==> src/rtl/hhve_pkg.sv <==
// Shared types and constants for the HTTP header value extractor.
`default_nettype none

package hhve_pkg;

  // Fixed field widths
  localparam int BYTE_W    = 8;
  localparam int CNT_W     = 6;   // value counts and lengths (0..63)
  localparam int MCNT_W    = 5;   // name match count (0..16)
  localparam int CFG_IDX_W = 3;
  localparam int CFG_W     = 64;

  // Parameter defaults
  localparam int MAX_VALUE_DEF  = 63;
  localparam int NAME_CHARS_DEF = 16;

  // Configuration register indexes
  localparam logic [CFG_IDX_W-1:0] REG_NAME_LOW   = 3'd0;
  localparam logic [CFG_IDX_W-1:0] REG_NAME_HIGH  = 3'd1;
  localparam logic [CFG_IDX_W-1:0] REG_NAME_LEN   = 3'd2;
  localparam logic [CFG_IDX_W-1:0] REG_VALUE_LIM  = 3'd3;
  localparam logic [CFG_IDX_W-1:0] REG_COMMA_END  = 3'd4;
  localparam logic [CFG_IDX_W-1:0] REG_SKIP_EMPTY = 3'd5;

  // Register reset values ("x-forwarded-for:")
  localparam logic [CFG_W-1:0] NAME_LOW_RST  = 64'h7261_776f_7266_2d78;
  localparam logic [CFG_W-1:0] NAME_HIGH_RST = 64'h3a72_6f66_2d64_6564;
  localparam logic [MCNT_W-1:0] NAME_LEN_RST  = 5'd16;
  localparam logic [CNT_W-1:0]  VALUE_LIM_RST = 6'd63;

  // Characters
  localparam logic [BYTE_W-1:0] CH_LF    = 8'h0A;
  localparam logic [BYTE_W-1:0] CH_CR    = 8'h0D;
  localparam logic [BYTE_W-1:0] CH_SPACE = 8'h20;
  localparam logic [BYTE_W-1:0] CH_TAB   = 8'h09;
  localparam logic [BYTE_W-1:0] CH_COMMA = 8'h2C;
  localparam logic [BYTE_W-1:0] CH_UP_A  = 8'h41;
  localparam logic [BYTE_W-1:0] CH_UP_Z  = 8'h5A;
  localparam logic [BYTE_W-1:0] CASE_OFS = 8'h20;

  // Value store write port
  typedef struct packed {
    logic              en;
    logic [CNT_W-1:0]  addr;
    logic [BYTE_W-1:0] data;
  } store_wr_t;

  // Readout request, issued with the final word of a request
  typedef struct packed {
    logic             go;
    logic             found;
    logic [CNT_W-1:0] len;
  } readout_cmd_t;

endpackage

`default_nettype wire

==> src/rtl/hhve_readout.sv <==
// Value store memory and the readout sequencer with its output register.
`default_nettype none

module hhve_readout #(
  parameter int MAX_VALUE = hhve_pkg::MAX_VALUE_DEF
) (
  input  wire                           clk,
  input  wire                           rst_n,
  input  wire hhve_pkg::store_wr_t      wr,
  input  wire hhve_pkg::readout_cmd_t   cmd,
  output logic                          busy,
  output logic                          out_valid,
  input  wire                           out_stall,
  output logic [hhve_pkg::BYTE_W-1:0]   out_value_byte,
  output logic                          out_found,
  output logic [hhve_pkg::CNT_W-1:0]    out_value_length,
  output logic                          out_last_of_run
);

  localparam int ADDR_W = (MAX_VALUE > 1) ? $clog2(MAX_VALUE) : 1;

  logic [hhve_pkg::BYTE_W-1:0] store_mem [MAX_VALUE];

  logic [hhve_pkg::CNT_W-1:0]  rem_r, rem_nxt;
  logic [ADDR_W-1:0]           addr_r, addr_nxt;
  logic [hhve_pkg::CNT_W-1:0]  len_r, len_nxt;
  logic                        found_r, found_nxt;
  logic                        empty_r, empty_nxt;
  logic                        rd_v_r, rd_v_nxt;
  logic                        rd_last_r, rd_last_nxt;
  logic [hhve_pkg::BYTE_W-1:0] q_r;
  logic                        out_valid_r, out_valid_nxt;
  logic [hhve_pkg::BYTE_W-1:0] out_byte_r, out_byte_nxt;
  logic                        out_found_r, out_found_nxt;
  logic [hhve_pkg::CNT_W-1:0]  out_len_r, out_len_nxt;
  logic                        out_last_r, out_last_nxt;

  logic out_free;
  logic rd_en;

  // Output register can take a word this cycle
  assign out_free = !out_valid_r || !out_stall;
  // Read one ahead; the read register holds data while the output is stalled
  assign rd_en    = (rem_r != '0) && (!rd_v_r || out_free);
  assign busy     = (rem_r != '0) || rd_v_r || empty_r;

  // Store: one write port from the scanner, one registered read port
  always_ff @(posedge clk) begin
    if (wr.en) begin
      store_mem[wr.addr[ADDR_W-1:0]] <= wr.data;
    end
    if (rd_en) begin
      q_r <= store_mem[addr_r];
    end
  end

  // Sequencer and output register next state
  always_comb begin
    rem_nxt       = rem_r;
    addr_nxt      = addr_r;
    len_nxt       = len_r;
    found_nxt     = found_r;
    empty_nxt     = empty_r;
    rd_v_nxt      = rd_v_r;
    rd_last_nxt   = rd_last_r;
    out_valid_nxt = out_valid_r && out_stall;
    out_byte_nxt  = out_byte_r;
    out_found_nxt = out_found_r;
    out_len_nxt   = out_len_r;
    out_last_nxt  = out_last_r;

    // move read data, or the single not-found / empty word, to the output
    if (rd_v_r && out_free) begin
      out_valid_nxt = 1'b1;
      out_byte_nxt  = q_r;
      out_found_nxt = 1'b1;
      out_len_nxt   = len_r;
      out_last_nxt  = rd_last_r;
      rd_v_nxt      = 1'b0;
    end else if (empty_r && out_free) begin
      out_valid_nxt = 1'b1;
      out_byte_nxt  = '0;
      out_found_nxt = found_r;
      out_len_nxt   = '0;
      out_last_nxt  = 1'b1;
      empty_nxt     = 1'b0;
    end

    if (rd_en) begin
      rd_v_nxt    = 1'b1;
      rd_last_nxt = (rem_r == hhve_pkg::CNT_W'(1));
      rem_nxt     = rem_r - hhve_pkg::CNT_W'(1);
      addr_nxt    = addr_r + ADDR_W'(1);
    end

    // new readout; only arrives while idle
    if (cmd.go) begin
      rem_nxt   = cmd.len;
      addr_nxt  = '0;
      len_nxt   = cmd.len;
      found_nxt = cmd.found;
      empty_nxt = (cmd.len == '0);
    end
  end

  always_ff @(posedge clk) begin
    if (!rst_n) begin
      rem_r       <= '0;
      empty_r     <= 1'b0;
      rd_v_r      <= 1'b0;
      out_valid_r <= 1'b0;
    end else begin
      rem_r       <= rem_nxt;
      empty_r     <= empty_nxt;
      rd_v_r      <= rd_v_nxt;
      out_valid_r <= out_valid_nxt;
    end
  end

  always_ff @(posedge clk) begin
    addr_r      <= addr_nxt;
    len_r       <= len_nxt;
    found_r     <= found_nxt;
    rd_last_r   <= rd_last_nxt;
    out_byte_r  <= out_byte_nxt;
    out_found_r <= out_found_nxt;
    out_len_r   <= out_len_nxt;
    out_last_r  <= out_last_nxt;
  end

  assign out_valid        = out_valid_r;
  assign out_value_byte   = out_byte_r;
  assign out_found        = out_found_r;
  assign out_value_length = out_len_r;
  assign out_last_of_run  = out_last_r;

endmodule

`default_nettype wire

==> src/rtl/http_header_value_extractor_unit.sv <==
// Top level: header name scanner, configuration registers and value readout.
//
//  channel | direction | handshake          | word
//  in_     | input     | in_valid/in_stall  | data_byte, end_of_request
//  out_    | output    | out_valid/out_stall| value_byte, found, value_length, last_of_run
//  cfg_    | input     | cfg_valid/cfg_ready| index, data
//
// Request bytes are taken one per cycle while in_stall is low; the scanner state lives
// in flops and value bytes go straight into the value store.
// After the final byte the store is read out at one word per cycle while out_stall is low
// (N value bytes, or one word when N is 0); in_stall is high until the last word is in the
// output register. A read-ahead register hides the registered store read from the output.
// out_stall only holds the output and read registers; reset is synchronous on rst_n.
`default_nettype none

module http_header_value_extractor_unit #(
  parameter int MAX_VALUE  = hhve_pkg::MAX_VALUE_DEF,
  parameter int NAME_CHARS = hhve_pkg::NAME_CHARS_DEF
) (
  input  wire                              clk,
  input  wire                              rst_n,
  input  wire                              in_valid,
  output logic                             in_stall,
  input  wire  [hhve_pkg::BYTE_W-1:0]      in_data_byte,
  input  wire                              in_end_of_request,
  output logic                             out_valid,
  input  wire                              out_stall,
  output logic [hhve_pkg::BYTE_W-1:0]      out_value_byte,
  output logic                             out_found,
  output logic [hhve_pkg::CNT_W-1:0]       out_value_length,
  output logic                             out_last_of_run,
  input  wire                              cfg_valid,
  output logic                             cfg_ready,
  input  wire  [hhve_pkg::CFG_IDX_W-1:0]   cfg_index,
  input  wire  [hhve_pkg::CFG_W-1:0]       cfg_data
);

  localparam int CW = hhve_pkg::CNT_W;
  localparam int MW = hhve_pkg::MCNT_W;

  // Scan phases
  localparam logic [1:0] PH_MATCH  = 2'd0;
  localparam logic [1:0] PH_BLANKS = 2'd1;
  localparam logic [1:0] PH_VALUE  = 2'd2;
  localparam logic [1:0] PH_DONE   = 2'd3;

  // Configuration registers
  logic [hhve_pkg::CFG_W-1:0] name_low_r, name_high_r;
  logic [MW-1:0]              name_len_r;
  logic [CW-1:0]              value_lim_r;
  logic                       comma_end_r, skip_empty_r;

  // Scanner state
  logic [1:0]    ph_r, ph_nxt;
  logic [MW-1:0] mc_r, mc_nxt;
  logic          mis_r, mis_nxt;
  logic [CW-1:0] sc_r, sc_nxt;
  logic [CW-1:0] nb_r, nb_nxt;

  logic                          in_acc;
  logic                          busy;
  logic [hhve_pkg::BYTE_W-1:0]   b, lc, nc;
  logic [2*hhve_pkg::CFG_W-1:0]  name_chars;
  logic [MW-1:0]                 eff_len, mc_inc;
  logic [CW-1:0]                 eff_lim, sc_inc, nb_new;
  logic                          blank, vb, ok, acc_end;
  hhve_pkg::store_wr_t           wr;
  hhve_pkg::readout_cmd_t        cmd;

  assign cfg_ready = 1'b1;
  assign in_stall  = busy;
  assign in_acc    = in_valid && !busy;
  assign b         = in_data_byte;

  // Configuration writes
  always_ff @(posedge clk) begin
    if (!rst_n) begin
      name_low_r   <= hhve_pkg::NAME_LOW_RST;
      name_high_r  <= hhve_pkg::NAME_HIGH_RST;
      name_len_r   <= hhve_pkg::NAME_LEN_RST;
      value_lim_r  <= hhve_pkg::VALUE_LIM_RST;
      comma_end_r  <= 1'b1;
      skip_empty_r <= 1'b1;
    end else if (cfg_valid) begin
      case (cfg_index)
        hhve_pkg::REG_NAME_LOW:   name_low_r   <= cfg_data;
        hhve_pkg::REG_NAME_HIGH:  name_high_r  <= cfg_data;
        hhve_pkg::REG_NAME_LEN:   name_len_r   <= cfg_data[MW-1:0];
        hhve_pkg::REG_VALUE_LIM:  value_lim_r  <= cfg_data[CW-1:0];
        hhve_pkg::REG_COMMA_END:  comma_end_r  <= cfg_data[0];
        hhve_pkg::REG_SKIP_EMPTY: skip_empty_r <= cfg_data[0];
        default: ;
      endcase
    end
  end

  // Clamped name length and value limit
  always_comb begin
    if (name_len_r == '0) begin
      eff_len = MW'(1);
    end else if (name_len_r > MW'(NAME_CHARS)) begin
      eff_len = MW'(NAME_CHARS);
    end else begin
      eff_len = name_len_r;
    end
    if (value_lim_r == '0) begin
      eff_lim = CW'(1);
    end else if (value_lim_r > CW'(MAX_VALUE)) begin
      eff_lim = CW'(MAX_VALUE);
    end else begin
      eff_lim = value_lim_r;
    end
  end

  // Lower-cased byte and the name character due next
  assign lc         = (b >= hhve_pkg::CH_UP_A && b <= hhve_pkg::CH_UP_Z) ?
                      b + hhve_pkg::CASE_OFS : b;
  assign name_chars = {name_high_r, name_low_r};
  assign nc         = name_chars[mc_r[3:0]*hhve_pkg::BYTE_W +: hhve_pkg::BYTE_W];
  assign mc_inc     = mc_r + MW'(1);
  assign sc_inc     = sc_r + CW'(1);
  assign blank      = (b == hhve_pkg::CH_SPACE) || (b == hhve_pkg::CH_TAB);
  assign nb_new     = blank ? nb_r : sc_inc;
  // byte goes to the value path
  assign vb         = ((ph_r == PH_BLANKS) && !blank) || (ph_r == PH_VALUE);

  // Scanner next state
  always_comb begin
    ph_nxt   = ph_r;
    mc_nxt   = mc_r;
    mis_nxt  = mis_r;
    sc_nxt   = sc_r;
    nb_nxt   = nb_r;
    ok       = 1'b0;
    wr.en    = 1'b0;
    wr.addr  = sc_r;
    wr.data  = b;
    cmd.go   = 1'b0;
    cmd.found = 1'b0;
    cmd.len  = '0;
    acc_end  = 1'b0;

    if (in_acc) begin
      // name matching at line start
      if (ph_r == PH_MATCH) begin
        if (b == hhve_pkg::CH_LF) begin
          mc_nxt  = '0;
          mis_nxt = 1'b0;
        end else if (!mis_r) begin
          if (mc_r < MW'(NAME_CHARS) && lc == nc) begin
            mc_nxt = mc_inc;
            if (mc_inc >= eff_len) begin
              ph_nxt = PH_BLANKS;
              sc_nxt = '0;
              nb_nxt = '0;
            end
          end else begin
            mis_nxt = 1'b1;
          end
        end
      end

      // value bytes
      if (vb) begin
        ph_nxt = PH_VALUE;
        if (b == hhve_pkg::CH_LF) begin
          ok = (nb_r != '0) || !skip_empty_r;
          if (ok) begin
            ph_nxt = PH_DONE;
          end else begin
            sc_nxt  = '0;
            nb_nxt  = '0;
            ph_nxt  = PH_MATCH;
            mc_nxt  = '0;
            mis_nxt = 1'b0;
          end
        end else if (b == hhve_pkg::CH_CR ||
                     (b == hhve_pkg::CH_COMMA && comma_end_r)) begin
          ok = (nb_r != '0) || !skip_empty_r;
          if (ok) begin
            ph_nxt = PH_DONE;
          end else begin
            sc_nxt  = '0;
            nb_nxt  = '0;
            ph_nxt  = PH_MATCH;
            mc_nxt  = '0;
            mis_nxt = 1'b1;
          end
        end else if (sc_r < CW'(MAX_VALUE)) begin
          wr.en  = 1'b1;
          sc_nxt = sc_inc;
          nb_nxt = nb_new;
          // limit reached: close the value
          if (sc_inc >= eff_lim) begin
            ok = (nb_new != '0) || !skip_empty_r;
            if (ok) begin
              ph_nxt = PH_DONE;
            end else begin
              sc_nxt  = '0;
              nb_nxt  = '0;
              ph_nxt  = PH_MATCH;
              mc_nxt  = '0;
              mis_nxt = 1'b1;
            end
          end
        end
      end

      // end of request: close an open value, start readout, clear the scan
      if (in_end_of_request) begin
        acc_end   = (ph_nxt == PH_DONE) ||
                    ((ph_nxt == PH_BLANKS || ph_nxt == PH_VALUE) &&
                     ((nb_nxt != '0) || !skip_empty_r));
        cmd.go    = 1'b1;
        cmd.found = acc_end;
        cmd.len   = acc_end ? nb_nxt : '0;
        ph_nxt    = PH_MATCH;
        mc_nxt    = '0;
        mis_nxt   = 1'b0;
        sc_nxt    = '0;
        nb_nxt    = '0;
      end
    end
  end

  always_ff @(posedge clk) begin
    if (!rst_n) begin
      ph_r  <= PH_MATCH;
      mc_r  <= '0;
      mis_r <= 1'b0;
      sc_r  <= '0;
      nb_r  <= '0;
    end else begin
      ph_r  <= ph_nxt;
      mc_r  <= mc_nxt;
      mis_r <= mis_nxt;
      sc_r  <= sc_nxt;
      nb_r  <= nb_nxt;
    end
  end

  // Value store and readout
  hhve_readout #(
    .MAX_VALUE(MAX_VALUE)
  ) u_readout (
    .clk             (clk),
    .rst_n           (rst_n),
    .wr              (wr),
    .cmd             (cmd),
    .busy            (busy),
    .out_valid       (out_valid),
    .out_stall       (out_stall),
    .out_value_byte  (out_value_byte),
    .out_found       (out_found),
    .out_value_length(out_value_length),
    .out_last_of_run (out_last_of_run)
  );

endmodule

`default_nettype wire

==> config.mk <==
export PLATFORM = sky130hd
export DESIGN_NAME = http_header_value_extractor_unit
export DESIGN_NICKNAME = d
export VERILOG_FILES = /design/src/rtl/hhve_pkg.sv /design/src/rtl/hhve_readout.sv /design/src/rtl/http_header_value_extractor_unit.sv
export SDC_FILE = /design/constraint.sdc
export NUM_CORES = 1
export LEC_CHECK = 0
export BUFFER_PORTS_ARGS = -buffer_cell sky130_fd_sc_hd__buf_2
export CORE_MARGIN = 2
export CORE_UTILIZATION = 62
export DETAILED_ROUTE_END_ITERATION = 10
export PLACE_DENSITY = 0.8
export SETUP_SLACK_MARGIN = 0.5
export SYNTH_ARGS = -nofsm -noshare
export SYNTH_HDL_FRONTEND = slang
export SYNTH_SLANG_ARGS = --single-unit
export TNS_END_PERCENT = 5
==> constraint.sdc <==
create_clock -name clk -period 5.2 [get_ports clk]
set_input_delay 0.52 -clock clk [delete_from_list [all_inputs] [get_ports clk]]
set_output_delay 0.52 -clock clk [all_outputs]
set_load 0.05 [all_outputs]
==> impl_metrics.csv <==
group,metric,value,unit
floorplan,die-area,0.0491,mm²
clock_tree,clk_pin_slew,60,ps
global_routing,grt_pass1_vias,18200,
setup_path,cp.arrival,4810,ps
yosys,synth_commonest_cells,"535 x edfxtp_1, 319 x nand2_1, 181 x mux4_2",
yosys,synth_fp_nets,2081,
sta,hold_slack,132,ps
yosys,synth_largest_area_cell,"edfxtp_1",
route,dr_wl_met2,36.1,mm
route,drtAntennaViolNets,0,
route,wl_met3,7.83,mm
clock_tree,cts_tree,"built",
placement,placed_cells,2598,
sta,tightest_slew,1320,ps
sta,fin_skew,22.6,ps
flow_run,cap_violations,0,
route,drtIter0Drc,2272,
final_layout,fin_nets,2164,
final_layout,stdcell_area,0.0328,mm²
floorplan,rows,79,
yosys,ys_async_sr_fraction,0,%
sta,grt_setup_unrepaired,"no",
floorplan,die_h,222,µm
yosys,synth_enable_flop_cells,535,
yosys,synthCells,1982,
clock_tree,cts_made_buffers,72,
placement,gp_congestion,0.917,
route,highest_layer,"met4",
setup_path,critPathCaptureType,"register",
clock_tree,postCtsHoldBufs,0,
route,wire_per_inst,27.3,µm
setup_path,cp_data_required_time,5700,ps
pwr,power.density,471,mW/mm²
yosys,synth_warnings,0,
clock_tree,htreeDepth,3,
outcome,status,"finished, violations left",
sta,slew_headroom,12.2,%
pwr,total_power,15.4,mW
clock_tree,cts-root-buf,"clkbuf_16",
route,wirelength,74.6,mm
outcome,violations,"DRC",
floorplan,ios,100,
placement,portBuffers,98,
clock_tree,cts_resized,0,
yosys,synth_top_area_share,54.7,%
global_routing,track_usage,30.8,%
setup_path,crit_type,"reg2reg",
final_layout,fill_cells,2798,
final_layout,diodes,0,
route,vias,18400,
sta,setup_slack,892,ps
yosys,yosysSeqAreaShare,66.8,%
route,drt-met1-wl,27.7,mm
final_layout,regArea,0.0196,mm²
final_layout,final_core_util,70.2,%
clock_tree,clk_path_buf_depth,3,
yosys,synthDistinctLibCells,71,
yosys,synth_flop_cell,"edfxtp_1",
yosys,yosysMostFrequentCell,"edfxtp_1",
route,dr.pass1.iters,10,
yosys,netlist_area,0.0294,mm²
yosys,synth.avg_cell_area,14.8,µm²
floorplan,start_util,62.9,%
pwr,peakVddDrop,0.336,mV
pwr,leakage,11.2,nW
placement,dp_hpwl,44.5,mm
floorplan,coreArea,0.0467,mm²
clock_tree,worstSkewPairLatency,620,ps
placement,dp_slack,768,ps
placement,dpl_cell_area,0.0304,mm²
global_routing,antenna_found_initial,1,
final_layout,layout-drive-gt1-share,20.8,%
setup_path,ff2ff_setup_slack,890,ps
yosys,synth-seq-cells,712,
route,drc_errors,8,
final_layout,area_growth,11.6,%
route,vias_per_cell,6.74,
sta,hold_violations,0,
global_routing,overflow,0,
global_routing,grt_pass1_wl,113,mm
sta,drv_slew,0,
yosys,ys_top_cells_by_area,"edfxtp_1 55%, mux4_2 14%, dfxtp_1 12%, nand2_1 4.1%, a21oi_1 1.6%",
sta,min_period_over_period,82.8,%
floorplan,die-width,222,µm
worst_hold_path,hold_class,"in2reg",
sta,fmax,232,MHz
setup_path,critPathLaunchType,"register",
final_layout,final_cells,2729,
setup_path,worstPathMaxFanout,19,
global_routing,grt_max_degree,102,
sta,setup_tns,0,ps
clock_tree,clkSinkCount,712,
final_layout,multi_input_area,0.00914,mm²
clock_tree,postCtsSetupRepairBufs,0,
sta,finalSetupViolCount,0,
sta,finalCriticalPeriod,4310,ps
==> routing by layer <==
layer | track usage [%] | up-vias
met3 | 7.41 | 226
li1 | - | 7735
met4 | 12.1 | 0
met1 | 41.0 | 9213
met5 | 0 | -
met2 | 49.7 | 1226
==> layout make-up <==
type / count / area share [%]
clock buffer: 102 / 6.19
clock inverter: 29 / 0.970
inverter: 31 / 0.355
multi-input combinational: 1116 / 27.9
sequential: 712 / 59.9
tap: 607 / 2.32
timing repair buffer: 132 / 2.39
==> worst max-delay path: stages (launching register included) <==
cell       delay (ps)
dfxtp_1           530
buf_4             370
mux4_2            550
mux2i_1           180
nor4bb_1          320
nor4_1            120
a2111oi_4         300
nand3_2           150
nor2_2            140
o21a_1            160
ha_1              250
o21ai_1           430
nor3_1            140
a32o_1            240
a221oi_1          220
nor2_1             80
==> kinds of logic (layout without fill, tap and decap cells) <==
group	Yosys count	count (layout)	synth area share [%]
mux	230	230	15.6
fa+ha+maj	18	18	0.767
simple gates	627	627	9.31
flops	712	712	66.8
xor+xnor	18	18	0.537
compound gates	222	222	4.88
buf+inv	154	294	2.14
other cells	1	1	0.0128
==> flip-flops by register name, summed over array words and instances (netlist names), 8 cells and up <==
signal	count
name_high_r	64
name_low_r	64
u_readout.out_value_byte	8
u_readout.q_r	8
u_readout.store_mem	504
==> power breakdown <==
group / internal, mW / total, mW / leakage (nW) / switching (mW)
Combinational: 1.66 / 3.61 / 3.73 / 1.95
Clock: 2.99 / 5.19 / 1.15 / 2.20
Sequential: 6.35 / 6.63 / 6.28 / 0.275
Total: 11.0 / 15.4 / 11.2 / 4.42
==> layout by cell type (no fill, tap or decap), types with 6 or more instances in the layout <==
cell / instances
edfxtp_1: 535
nand2_1: 319
mux4_2: 181
dfxtp_1: 173
nor2_1: 114
buf_2: 98
a21oi_1: 92
nand3_1: 91
clkbuf_16: 74
mux2i_1: 46
buf_4: 31
inv_1: 30
o21ai_0: 23
nor3_1: 22
clkbuf_1: 21
and3_1: 18
ha_1: 18
xnor2_1: 12
a22oi_1: 11
clkinv_2: 11
a21o_1: 10
a31oi_1: 10
o21a_1: 10
nor4_1: 7
nand2b_1: 7
o211ai_1: 7
clkbuf_8: 7
xor2_1: 6
o22ai_1: 6
clkinv_1: 6
==> final timing paths <==
check,start,to,cells past startpoint
setup / recovery,mc_r[1],u_readout.rem_r[5],15
hold / removal,cfg_data[48],name_low_r[48],3
setup reg to reg,mc_r[1],u_readout.rem_r[5],15
hold reg to reg,name_low_r[43],name_low_r[43],2
(Power assumes the default switching activity.)
